[config.mk]
export PLATFORM = sky130hd
export DESIGN_NAME = array_insert_delete_sort_engine_core
export DESIGN_NICKNAME = d
export VERILOG_FILES = /design/src/hdl/aids_pkg.sv /design/src/hdl/array_insert_delete_sort_engine_core.sv /design/src/hdl/aids_ram.sv
export SDC_FILE = /design/constraint.sdc
export NUM_CORES = 2
export LEC_CHECK = 0
export ABC_AREA = 0
export BUFFER_PORTS_ARGS = -buffer_cell sky130_fd_sc_hd__buf_2
export CAP_MARGIN = 15
export CORE_MARGIN = 1.5
export CORE_UTILIZATION = 40
export DETAILED_ROUTE_END_ITERATION = 16
export PLACE_DENSITY = 0.54
export SLEW_MARGIN = 20
export SYNTH_ARGS = -nofsm -noshare
export SYNTH_HDL_FRONTEND = slang
export SYNTH_HIERARCHICAL = 1
export SYNTH_SLANG_ARGS = --single-unit
[constraint.sdc]
create_clock -name clk_i -period 5.55 [get_ports clk_i]
set_input_delay 1.11 -clock clk_i [delete_from_list [all_inputs] [get_ports clk_i]]
set_output_delay 1.11 -clock clk_i [all_outputs]
set_load 0.03 [all_outputs]
[src/hdl/aids_pkg.sv]
package aids_pkg;

  // default number of stored entries
  localparam int unsigned DEPTH_DEF = 64;

  // operation codes of an input item
  typedef enum logic [2:0] {
    OP_APPEND     = 3'd0,
    OP_INSERT_POS = 3'd1,
    OP_INSERT_MID = 3'd2,
    OP_DELETE     = 3'd3,
    OP_SORT       = 3'd4,
    OP_DUMP       = 3'd5
  } op_e;

  // status codes of a result item
  typedef enum logic [2:0] {
    ST_OK      = 3'd0,
    ST_FULL    = 3'd1,
    ST_BAD_POS = 3'd2,
    ST_SHORT   = 3'd3,
    ST_EMPTY   = 3'd4
  } status_e;

  // input item
  typedef struct packed {
    logic [2:0]         op;
    logic signed [31:0] value;
    logic [6:0]         position;
  } in_item_t;

  // result item
  typedef struct packed {
    logic [2:0]         status;
    logic signed [31:0] element;
    logic [5:0]         element_index;
    logic [6:0]         entry_count;
    logic               last;
  } res_item_t;

endpackage

[src/hdl/array_insert_delete_sort_engine_core.sv]
// channel   | ports                      | handshake
// ----------+----------------------------+-------------------------------------
// command   | start_i, busy_o, item_i    | item taken when start_i && !busy_o
// result    | res_valid_o, res_o         | one cycle per result, cannot stall
//
// Append, error answers, insert at the end, short delete and short sort finish
// straight from idle; other inserts, delete, dump and sort step through the
// memory states with at most one memory read and one memory write per cycle.
// Reset clears the state, the entry count and the result valid flag; the
// contents memory needs no clearing. Results are registered and appear in the
// cycle after they are formed; the last result of an item comes with busy_o
// low, so the next item may be taken in that cycle.
module array_insert_delete_sort_engine_core #(
  parameter int unsigned DEPTH = aids_pkg::DEPTH_DEF
) (
  input  logic                clk_i,
  input  logic                rst_ni,
  input  logic                start_i,
  output logic                busy_o,
  input  aids_pkg::in_item_t  item_i,
  output logic                res_valid_o,
  output aids_pkg::res_item_t res_o
);

  localparam int unsigned AW = $clog2(DEPTH);
  localparam int unsigned CW = $clog2(DEPTH + 1);
  localparam int unsigned PW = ((CW > 7) ? CW : 7) + 1;

  typedef enum logic [6:0] {
    S_IDLE    = 7'b0000001,
    S_MOVE    = 7'b0000010,
    S_PUT     = 7'b0000100,
    S_SRT_LI  = 7'b0001000,
    S_SRT_CMP = 7'b0010000,
    S_SRT_WI  = 7'b0100000,
    S_DMP     = 7'b1000000
  } state_e;

  state_e              state_q, state_d;
  logic [CW-1:0]       count_q, count_d;
  logic [AW-1:0]       ra_q, ra_d;
  logic [AW-1:0]       wa_q, wa_d;
  logic [AW-1:0]       end_q, end_d;
  logic                up_q, up_d;
  logic [AW-1:0]       put_q, put_d;
  logic [31:0]         val_q, val_d;
  logic [AW-1:0]       i_q, i_d;
  logic [31:0]         cur_q, cur_d;
  aids_pkg::res_item_t res_q, res_d;
  logic                res_valid_q, res_valid_d;

  logic                mem_we;
  logic [AW-1:0]       mem_waddr;
  logic [31:0]         mem_wdata;
  logic                mem_re;
  logic [AW-1:0]       mem_raddr;
  logic [31:0]         mem_rdata;

  logic                full;
  logic [AW-1:0]       ins_idx;
  logic [PW-1:0]       pos_x;
  logic [PW-1:0]       lim_x;
  logic [AW-1:0]       nxt_ra;
  logic                dmp_last;

  // single-entry result of an operation
  function automatic aids_pkg::res_item_t make_res(aids_pkg::status_e st,
                                                   logic [CW-1:0] n);
    aids_pkg::res_item_t r;
    r.status        = st;
    r.element       = '0;
    r.element_index = '0;
    r.entry_count   = 7'(n);
    r.last          = 1'b1;
    return r;
  endfunction

  aids_ram #(
    .WIDTH (32),
    .DEPTH (DEPTH)
  ) u_ram (
    .clk_i   (clk_i),
    .we_i    (mem_we),
    .waddr_i (mem_waddr),
    .wdata_i (mem_wdata),
    .re_i    (mem_re),
    .raddr_i (mem_raddr),
    .rdata_o (mem_rdata)
  );

  // decode helpers
  assign full     = (count_q == CW'(DEPTH));
  assign pos_x    = PW'(item_i.position);
  assign lim_x    = PW'(count_q) + PW'(1);
  assign ins_idx  = (item_i.op == aids_pkg::OP_INSERT_POS) ?
                    AW'(item_i.position - 7'd1) : AW'(count_q >> 1);
  assign nxt_ra   = up_q ? (ra_q + AW'(1)) : (ra_q - AW'(1));
  assign dmp_last = ((CW'(ra_q) + CW'(1)) == count_q);

  // sequencer
  always_comb begin
    state_d     = state_q;
    count_d     = count_q;
    ra_d        = ra_q;
    wa_d        = wa_q;
    end_d       = end_q;
    up_d        = up_q;
    put_d       = put_q;
    val_d       = val_q;
    i_d         = i_q;
    cur_d       = cur_q;
    res_d       = res_q;
    res_valid_d = 1'b0;
    mem_we      = 1'b0;
    mem_waddr   = '0;
    mem_wdata   = '0;
    mem_re      = 1'b0;
    mem_raddr   = '0;

    case (state_q)
      S_IDLE: begin
        if (start_i) begin
          case (item_i.op)
            aids_pkg::OP_APPEND: begin
              res_valid_d = 1'b1;
              if (full) begin
                res_d = make_res(aids_pkg::ST_FULL, count_q);
              end else begin
                mem_we    = 1'b1;
                mem_waddr = AW'(count_q);
                mem_wdata = item_i.value;
                count_d   = count_q + CW'(1);
                res_d     = make_res(aids_pkg::ST_OK, count_q + CW'(1));
              end
            end
            aids_pkg::OP_INSERT_POS, aids_pkg::OP_INSERT_MID: begin
              if (full) begin
                res_valid_d = 1'b1;
                res_d       = make_res(aids_pkg::ST_FULL, count_q);
              end else if ((item_i.op == aids_pkg::OP_INSERT_POS) &&
                           ((pos_x == '0) || (pos_x > lim_x))) begin
                res_valid_d = 1'b1;
                res_d       = make_res(aids_pkg::ST_BAD_POS, count_q);
              end else if (CW'(ins_idx) == count_q) begin
                // insert at the end: no shift
                mem_we      = 1'b1;
                mem_waddr   = ins_idx;
                mem_wdata   = item_i.value;
                count_d     = count_q + CW'(1);
                res_valid_d = 1'b1;
                res_d       = make_res(aids_pkg::ST_OK, count_q + CW'(1));
              end else begin
                // shift right from the top entry down to the insert index
                mem_re    = 1'b1;
                mem_raddr = AW'(count_q - CW'(1));
                ra_d      = AW'(count_q - CW'(1));
                wa_d      = AW'(count_q);
                end_d     = ins_idx;
                up_d      = 1'b0;
                put_d     = ins_idx;
                val_d     = item_i.value;
                state_d   = S_MOVE;
              end
            end
            aids_pkg::OP_DELETE: begin
              if (count_q < CW'(3)) begin
                res_valid_d = 1'b1;
                res_d       = make_res(aids_pkg::ST_SHORT, count_q);
              end else if (count_q == CW'(3)) begin
                count_d     = count_q - CW'(1);
                res_valid_d = 1'b1;
                res_d       = make_res(aids_pkg::ST_OK, count_q - CW'(1));
              end else begin
                // shift left over index 2
                mem_re    = 1'b1;
                mem_raddr = AW'(3);
                ra_d      = AW'(3);
                wa_d      = AW'(2);
                end_d     = AW'(count_q - CW'(1));
                up_d      = 1'b1;
                state_d   = S_MOVE;
              end
            end
            aids_pkg::OP_SORT: begin
              if (count_q < CW'(2)) begin
                res_valid_d = 1'b1;
                res_d       = make_res(aids_pkg::ST_OK, count_q);
              end else begin
                mem_re    = 1'b1;
                mem_raddr = '0;
                i_d       = '0;
                state_d   = S_SRT_LI;
              end
            end
            aids_pkg::OP_DUMP: begin
              if (count_q == '0) begin
                res_valid_d = 1'b1;
                res_d       = make_res(aids_pkg::ST_EMPTY, count_q);
              end else begin
                mem_re    = 1'b1;
                mem_raddr = '0;
                ra_d      = '0;
                state_d   = S_DMP;
              end
            end
            default: begin
              res_valid_d = 1'b1;
              res_d       = make_res(aids_pkg::ST_OK, count_q);
            end
          endcase
        end
      end

      // one entry moved per cycle, next read overlaps the write
      S_MOVE: begin
        mem_we    = 1'b1;
        mem_waddr = wa_q;
        mem_wdata = mem_rdata;
        if (ra_q != end_q) begin
          mem_re    = 1'b1;
          mem_raddr = nxt_ra;
          ra_d      = nxt_ra;
          wa_d      = up_q ? (wa_q + AW'(1)) : (wa_q - AW'(1));
        end else if (up_q) begin
          count_d     = count_q - CW'(1);
          res_valid_d = 1'b1;
          res_d       = make_res(aids_pkg::ST_OK, count_q - CW'(1));
          state_d     = S_IDLE;
        end else begin
          state_d = S_PUT;
        end
      end

      // place the inserted value into the opened slot
      S_PUT: begin
        mem_we      = 1'b1;
        mem_waddr   = put_q;
        mem_wdata   = val_q;
        count_d     = count_q + CW'(1);
        res_valid_d = 1'b1;
        res_d       = make_res(aids_pkg::ST_OK, count_q + CW'(1));
        state_d     = S_IDLE;
      end

      // load entry i as the running maximum, start reading j = i + 1
      S_SRT_LI: begin
        cur_d     = mem_rdata;
        mem_re    = 1'b1;
        mem_raddr = i_q + AW'(1);
        ra_d      = i_q + AW'(1);
        state_d   = S_SRT_CMP;
      end

      // compare entry j against the held entry i, swap when larger
      S_SRT_CMP: begin
        if ($signed(mem_rdata) > $signed(cur_q)) begin
          mem_we    = 1'b1;
          mem_waddr = ra_q;
          mem_wdata = cur_q;
          cur_d     = mem_rdata;
        end
        if ((CW'(ra_q) + CW'(1)) < count_q) begin
          mem_re    = 1'b1;
          mem_raddr = ra_q + AW'(1);
          ra_d      = ra_q + AW'(1);
        end else begin
          state_d = S_SRT_WI;
        end
      end

      // write back entry i, then read the next i or finish the sort
      S_SRT_WI: begin
        mem_we    = 1'b1;
        mem_waddr = i_q;
        mem_wdata = cur_q;
        if ((CW'(i_q) + CW'(2)) < count_q) begin
          mem_re    = 1'b1;
          mem_raddr = i_q + AW'(1);
          i_d       = i_q + AW'(1);
          state_d   = S_SRT_LI;
        end else begin
          res_valid_d = 1'b1;
          res_d       = make_res(aids_pkg::ST_OK, count_q);
          state_d     = S_IDLE;
        end
      end

      // stream one stored entry per cycle
      S_DMP: begin
        res_valid_d         = 1'b1;
        res_d.status        = aids_pkg::ST_OK;
        res_d.element       = mem_rdata;
        res_d.element_index = 6'(ra_q);
        res_d.entry_count   = 7'(count_q);
        res_d.last          = dmp_last;
        if (dmp_last) begin
          state_d = S_IDLE;
        end else begin
          mem_re    = 1'b1;
          mem_raddr = ra_q + AW'(1);
          ra_d      = ra_q + AW'(1);
        end
      end

      default: begin
        state_d = S_IDLE;
      end
    endcase
  end

  // control registers
  always_ff @(posedge clk_i or negedge rst_ni) begin
    if (!rst_ni) begin
      state_q     <= S_IDLE;
      count_q     <= '0;
      res_valid_q <= 1'b0;
    end else begin
      state_q     <= state_d;
      count_q     <= count_d;
      res_valid_q <= res_valid_d;
    end
  end

  // working and result payload registers
  always_ff @(posedge clk_i) begin
    ra_q  <= ra_d;
    wa_q  <= wa_d;
    end_q <= end_d;
    up_q  <= up_d;
    put_q <= put_d;
    val_q <= val_d;
    i_q   <= i_d;
    cur_q <= cur_d;
    res_q <= res_d;
  end

  assign busy_o      = (state_q != S_IDLE);
  assign res_valid_o = res_valid_q;
  assign res_o       = res_q;

  // checks
  a_no_same_entry: assert property (@(posedge clk_i) disable iff (!rst_ni)
    mem_we && mem_re |-> mem_waddr != mem_raddr)
    else $error("read and write hit the same entry in one cycle");

  a_count_range: assert property (@(posedge clk_i) disable iff (!rst_ni)
    count_q <= CW'(DEPTH))
    else $error("entry count above depth");

  a_mid_run_busy: assert property (@(posedge clk_i) disable iff (!rst_ni)
    res_valid_q && !res_q.last |-> busy_o)
    else $error("non-final result while idle");

  a_last_idle: assert property (@(posedge clk_i) disable iff (!rst_ni)
    res_valid_q && res_q.last |-> !busy_o)
    else $error("final result while still busy");

endmodule

[src/hdl/aids_ram.sv]
module aids_ram #(
  parameter int unsigned WIDTH = 32,
  parameter int unsigned DEPTH = aids_pkg::DEPTH_DEF,
  localparam int unsigned AW = $clog2(DEPTH)
) (
  input  logic             clk_i,
  input  logic             we_i,
  input  logic [AW-1:0]    waddr_i,
  input  logic [WIDTH-1:0] wdata_i,
  input  logic             re_i,
  input  logic [AW-1:0]    raddr_i,
  output logic [WIDTH-1:0] rdata_o
);

  logic [WIDTH-1:0] mem_q [DEPTH];
  logic [WIDTH-1:0] rdata_q;

  // one write port, one registered read port
  always_ff @(posedge clk_i) begin
    if (we_i) begin
      mem_q[waddr_i] <= wdata_i;
    end
    if (re_i) begin
      rdata_q <= mem_q[raddr_i];
    end
  end

  assign rdata_o = rdata_q;

endmodule
==> summary by stage <==
Setup path
The endpoint type of the worst setup path is a register. STA puts the critical path data required time at 6170 ps. The category of the critical setup timing path is reg2reg.

The largest fanout on the critical path is 11. The type of element launching the critical path is a register. The worst endpoint data arrival time is 5940 ps.

Logic synthesis
Of the post-synthesis cell area, the part taken by muxes is 0.134. The distinct cell type count of the synthesized netlist is 89. Synthesis handed over a netlist of 4510 instances. The synthesized-area fraction occupied by ao, oa, aoi and oai cells is 0.0519.

The average cell area after synthesis is 19.9 µm². For this run, the register share of the synthesized area comes to 0.750. Of the total synthesized cell area, the portion taken by AND, OR, NAND and NOR gates is 0.0304.

After synthesis, the largest family of logic cells by area is multiplexers. The synthesized design contains 2224 enable-type register cells. The post-synthesis adder-cell area fraction is 0.00915. The synthesized flop and latch total is 2239. The warning count from the yosys run is 6. Counting every net in the synthesized netlist gives 4619. After synthesis the cells add up to 89600 µm². Of the total synthesized cell area, the portion taken by XOR and XNOR cells is 0.00543. The prevailing post-synth register cell is sky130_fd_sc_hd__edfxtp_1.

In the synthesized netlist the async set-or-reset flop fraction comes to 0.00670.

STA
For the pin with the worst max-slew slack, the measured transition is 1170 ps. The hold violation count in the final report is 0. Static timing analysis puts the maximum clock frequency at 188 MHz. The clock period minus final worst setup slack is 5320 ps. The total negative slack for setup checks is 0 ps. Across the routed clock network, the largest skew measured is 55.7 ps. Setup repair after global routing left no endpoint under its margin. Measured against its own limit, the worst slew margin works out to 0.212. The final clock period utilization by the worst path is 0.958. The number of pins exceeding their max-slew limit in the final report is 0. Setup violations remaining at the end of the flow were counted as 0.

Clocking
TritonCTS created 226 clock buffers. The maximum clock path buffer count is 3. After clock tree synthesis, the clock-pin slew on the worst setup and hold paths is 60 ps. The tree is rooted in a sky130_fd_sc_hd__clkbuf_16. The clock drives 2239 sinks. The worst-skew pair later-pin latency is 890 ps. The H-tree level count is 4. TritonCTS built the clock tree. The hold-fix buffer count after cts is 0.

Floorplan
For this configuration, the core starts out at a cell density of 0.403. The floorplan has 173 rows. The total area inside the core boundary comes to 223000 µm².

Measured along the y axis, the die boundary spans 476 µm. Pin placement for this block handled 96 I/O pins. The die covers 227000 µm². The floorplan step set the die width to 476 µm.

Route
The via density per instance is 5.88. The DRC violation count after routing is 0. Dividing the detail-routed wire length by the instance count gives 32.7 µm. The overall via count from detail_route is 49610. The total wire length is 276 mm. In this run the remaining antenna-violating nets after routing total 0.

The pre-antenna-repair detailed-routing pass consisted of 6 iterations. The DRC violation total after the first TritonRoute iteration is 5770.

Run
Max-cap violations in this run came to 0.

Final layout
The share of final-layout standard cells stronger than drive strength 1 is 0.317. In the final design database the tool counted 5353 nets. Leaving out filler cells and counting taps, the final layout contains 8430. The most frequent standard cell in the layout excluding fill and tap cells is sky130_fd_sc_hd__edfxtp_1. In the layout the commonest cells are 2224 x sky130_fd_sc_hd__edfxtp_1, 467 x sky130_fd_sc_hd__buf_4, 446 x sky130_fd_sc_hd__mux4_2. Measured on the finished design, the core utilization comes to 0.486. Compared with the post-synthesis result, the final layout area differs by 20.7%.

Placement
The number of cells after detailed placement is 7957. The count of input and output buffers is 95. The placer congestion estimate is 0.961. The sum of net half-perimeters after detailed placement is 175 mm.

Global routing
The maximum number of pins on one net before global-route repair is 65. The first global-routing pass estimated 385 mm of wire. The number of global-route vias before repair is 49198. The total routing resource utilization after global routing is 0.240. The residual overflow from global routing is 0. The initial antenna violation count is 31.

Power and ir drop
The worst-case vdd ir drop is 0.369 mV. The leakage power of the design is 35.1 nW. The ratio of total power to cell area is 484 nW/µm². The total power consumption of the routed design is 52.4 mW.

Outcome
The run finished with clean final reports.

Min path
The worst hold path belongs to the class in2async.
logic make-up (layout without fill, tap and decap cells):
group           after synthesis  after routing
compound gates              642            642
xor+xnor                     54             54
fa+ha+maj                    65             65
buf+inv                     329           1262
flops                      2239           2239
mux                         639            639
other cells                   0             12
simple gates                542            542
timing repair:
action,4_1_cts,5_1_grt
gates resized for setup,33,61
buffers inserted,8,22
setup endpoints to repair,26,32
pin swaps,6,8
cloned,2,3
cells in the mapped netlist (all sizes together), types with 33 or more instances:
cell type,n,area share
o22ai,46,0.0032
xnor2,37,0.0036
a22o,48,0.0047
buf,144,0.012
nand3,85,0.0048
edfxtp,2224,0.75
clkbuf,121,0.0051
a221o,33,0.0037
a21oi,84,0.0047
o21ai,93,0.0052
a22oi,136,0.011
nor2,163,0.0069
and2,43,0.0030
ha,63,0.0088
mux4,446,0.11
inv,63,0.0026
mux2i,193,0.022
nand2,87,0.0037
where the power goes:
group	switching [mW]	internal [mW]
combinational	9.77	7.46
clock	6.59	8.39
sequential	0.508	19.6
stage by stage:
stage / hold slack (ps) / setup WS, ps / area, µm²
2_1_floorplan: 426 / -94.3 / 89600
3_3_place_gp: 518 / -757 / 100000
3_5_place_dp: 535 / -697 / 100000
4_1_cts: 127 / 0.539 / 108000
5_1_grt: 156 / 20.3 / 108000
6_report: 179 / 230 / 108000
path summary, 6_finish.rpt:
path / to / slack [ps] / startpoint / cells past startpoint
max in group asynchronous: count_q[1] / 4990 / rst_ni / 1
worst min-delay path: res_valid_o / 180 / rst_ni / 1
min in group clk_i: val_q[11] / 420 / item_i[18] / 1
worst max-delay path: u_ram/rdata_o[16] / 230 / count_q[1] / 22
worst max register to register: u_ram/rdata_o[16] / 230 / count_q[1] / 22
worst min register to register: cur_q[10] / 550 / u_ram/rdata_o[10] / 0
metal layers:
layer,routed length (µm),GRT usage,part of all wire
met1,116000,0.341,0.42
met2,129000,0.378,0.47
met3,22200,0.0452,0.081
met4,7990,0.0714,0.029
met5,75,0,0.00027
layout make-up:
cell class | instances | area [µm²]
Fill cell | 18372 | 114000
Sequential cell | 2239 | 67200
Multi-Input combinational cell | 1942 | 21600
Timing Repair Buffer | 771 | 8120
Clock buffer | 272 | 5870
Tap cell | 2975 | 3720
Clock inverter | 155 | 1400
Inverter | 64 | 240
Antenna cell | 12 | 30.0
critical path, stage by stage (launching register included):
cell and delay [ps]:
sky130_fd_sc_hd__dfrtp_2 430, sky130_fd_sc_hd__ha_2 190, sky130_fd_sc_hd__and3_1 200, sky130_fd_sc_hd__xnor2_1 130, sky130_fd_sc_hd__buf_4 160, sky130_fd_sc_hd__ha_1 290, sky130_fd_sc_hd__nand4_1 110, sky130_fd_sc_hd__buf_4 160
sky130_fd_sc_hd__nor2_1 80, sky130_fd_sc_hd__o21ai_1 80, sky130_fd_sc_hd__o311ai_2 100, sky130_fd_sc_hd__o21ai_2 100, sky130_fd_sc_hd__or4_4 450, sky130_fd_sc_hd__o221a_1 310, sky130_fd_sc_hd__o21ai_4 180, sky130_fd_sc_hd__buf_12 260
sky130_fd_sc_hd__buf_16 190, sky130_fd_sc_hd__buf_6 150, sky130_fd_sc_hd__mux4_2 500, sky130_fd_sc_hd__nor2b_1 190, sky130_fd_sc_hd__a211oi_4 380, sky130_fd_sc_hd__o32a_1 300, sky130_fd_sc_hd__nor2_1 60
registers in the layout (all words and copies together) (netlist names):
register	cells
put_q	6
res_o	49
end_q	6
up_q	1
cur_q	32
wa_q	6
res_valid_o	1
u_ram/mem_q	2048
state_q	7
count_q	7
val_q	32
i_q	6
u_ram/rdata_o	32
ra_q	6
Note: power is estimated with default switching activity, not from simulation.
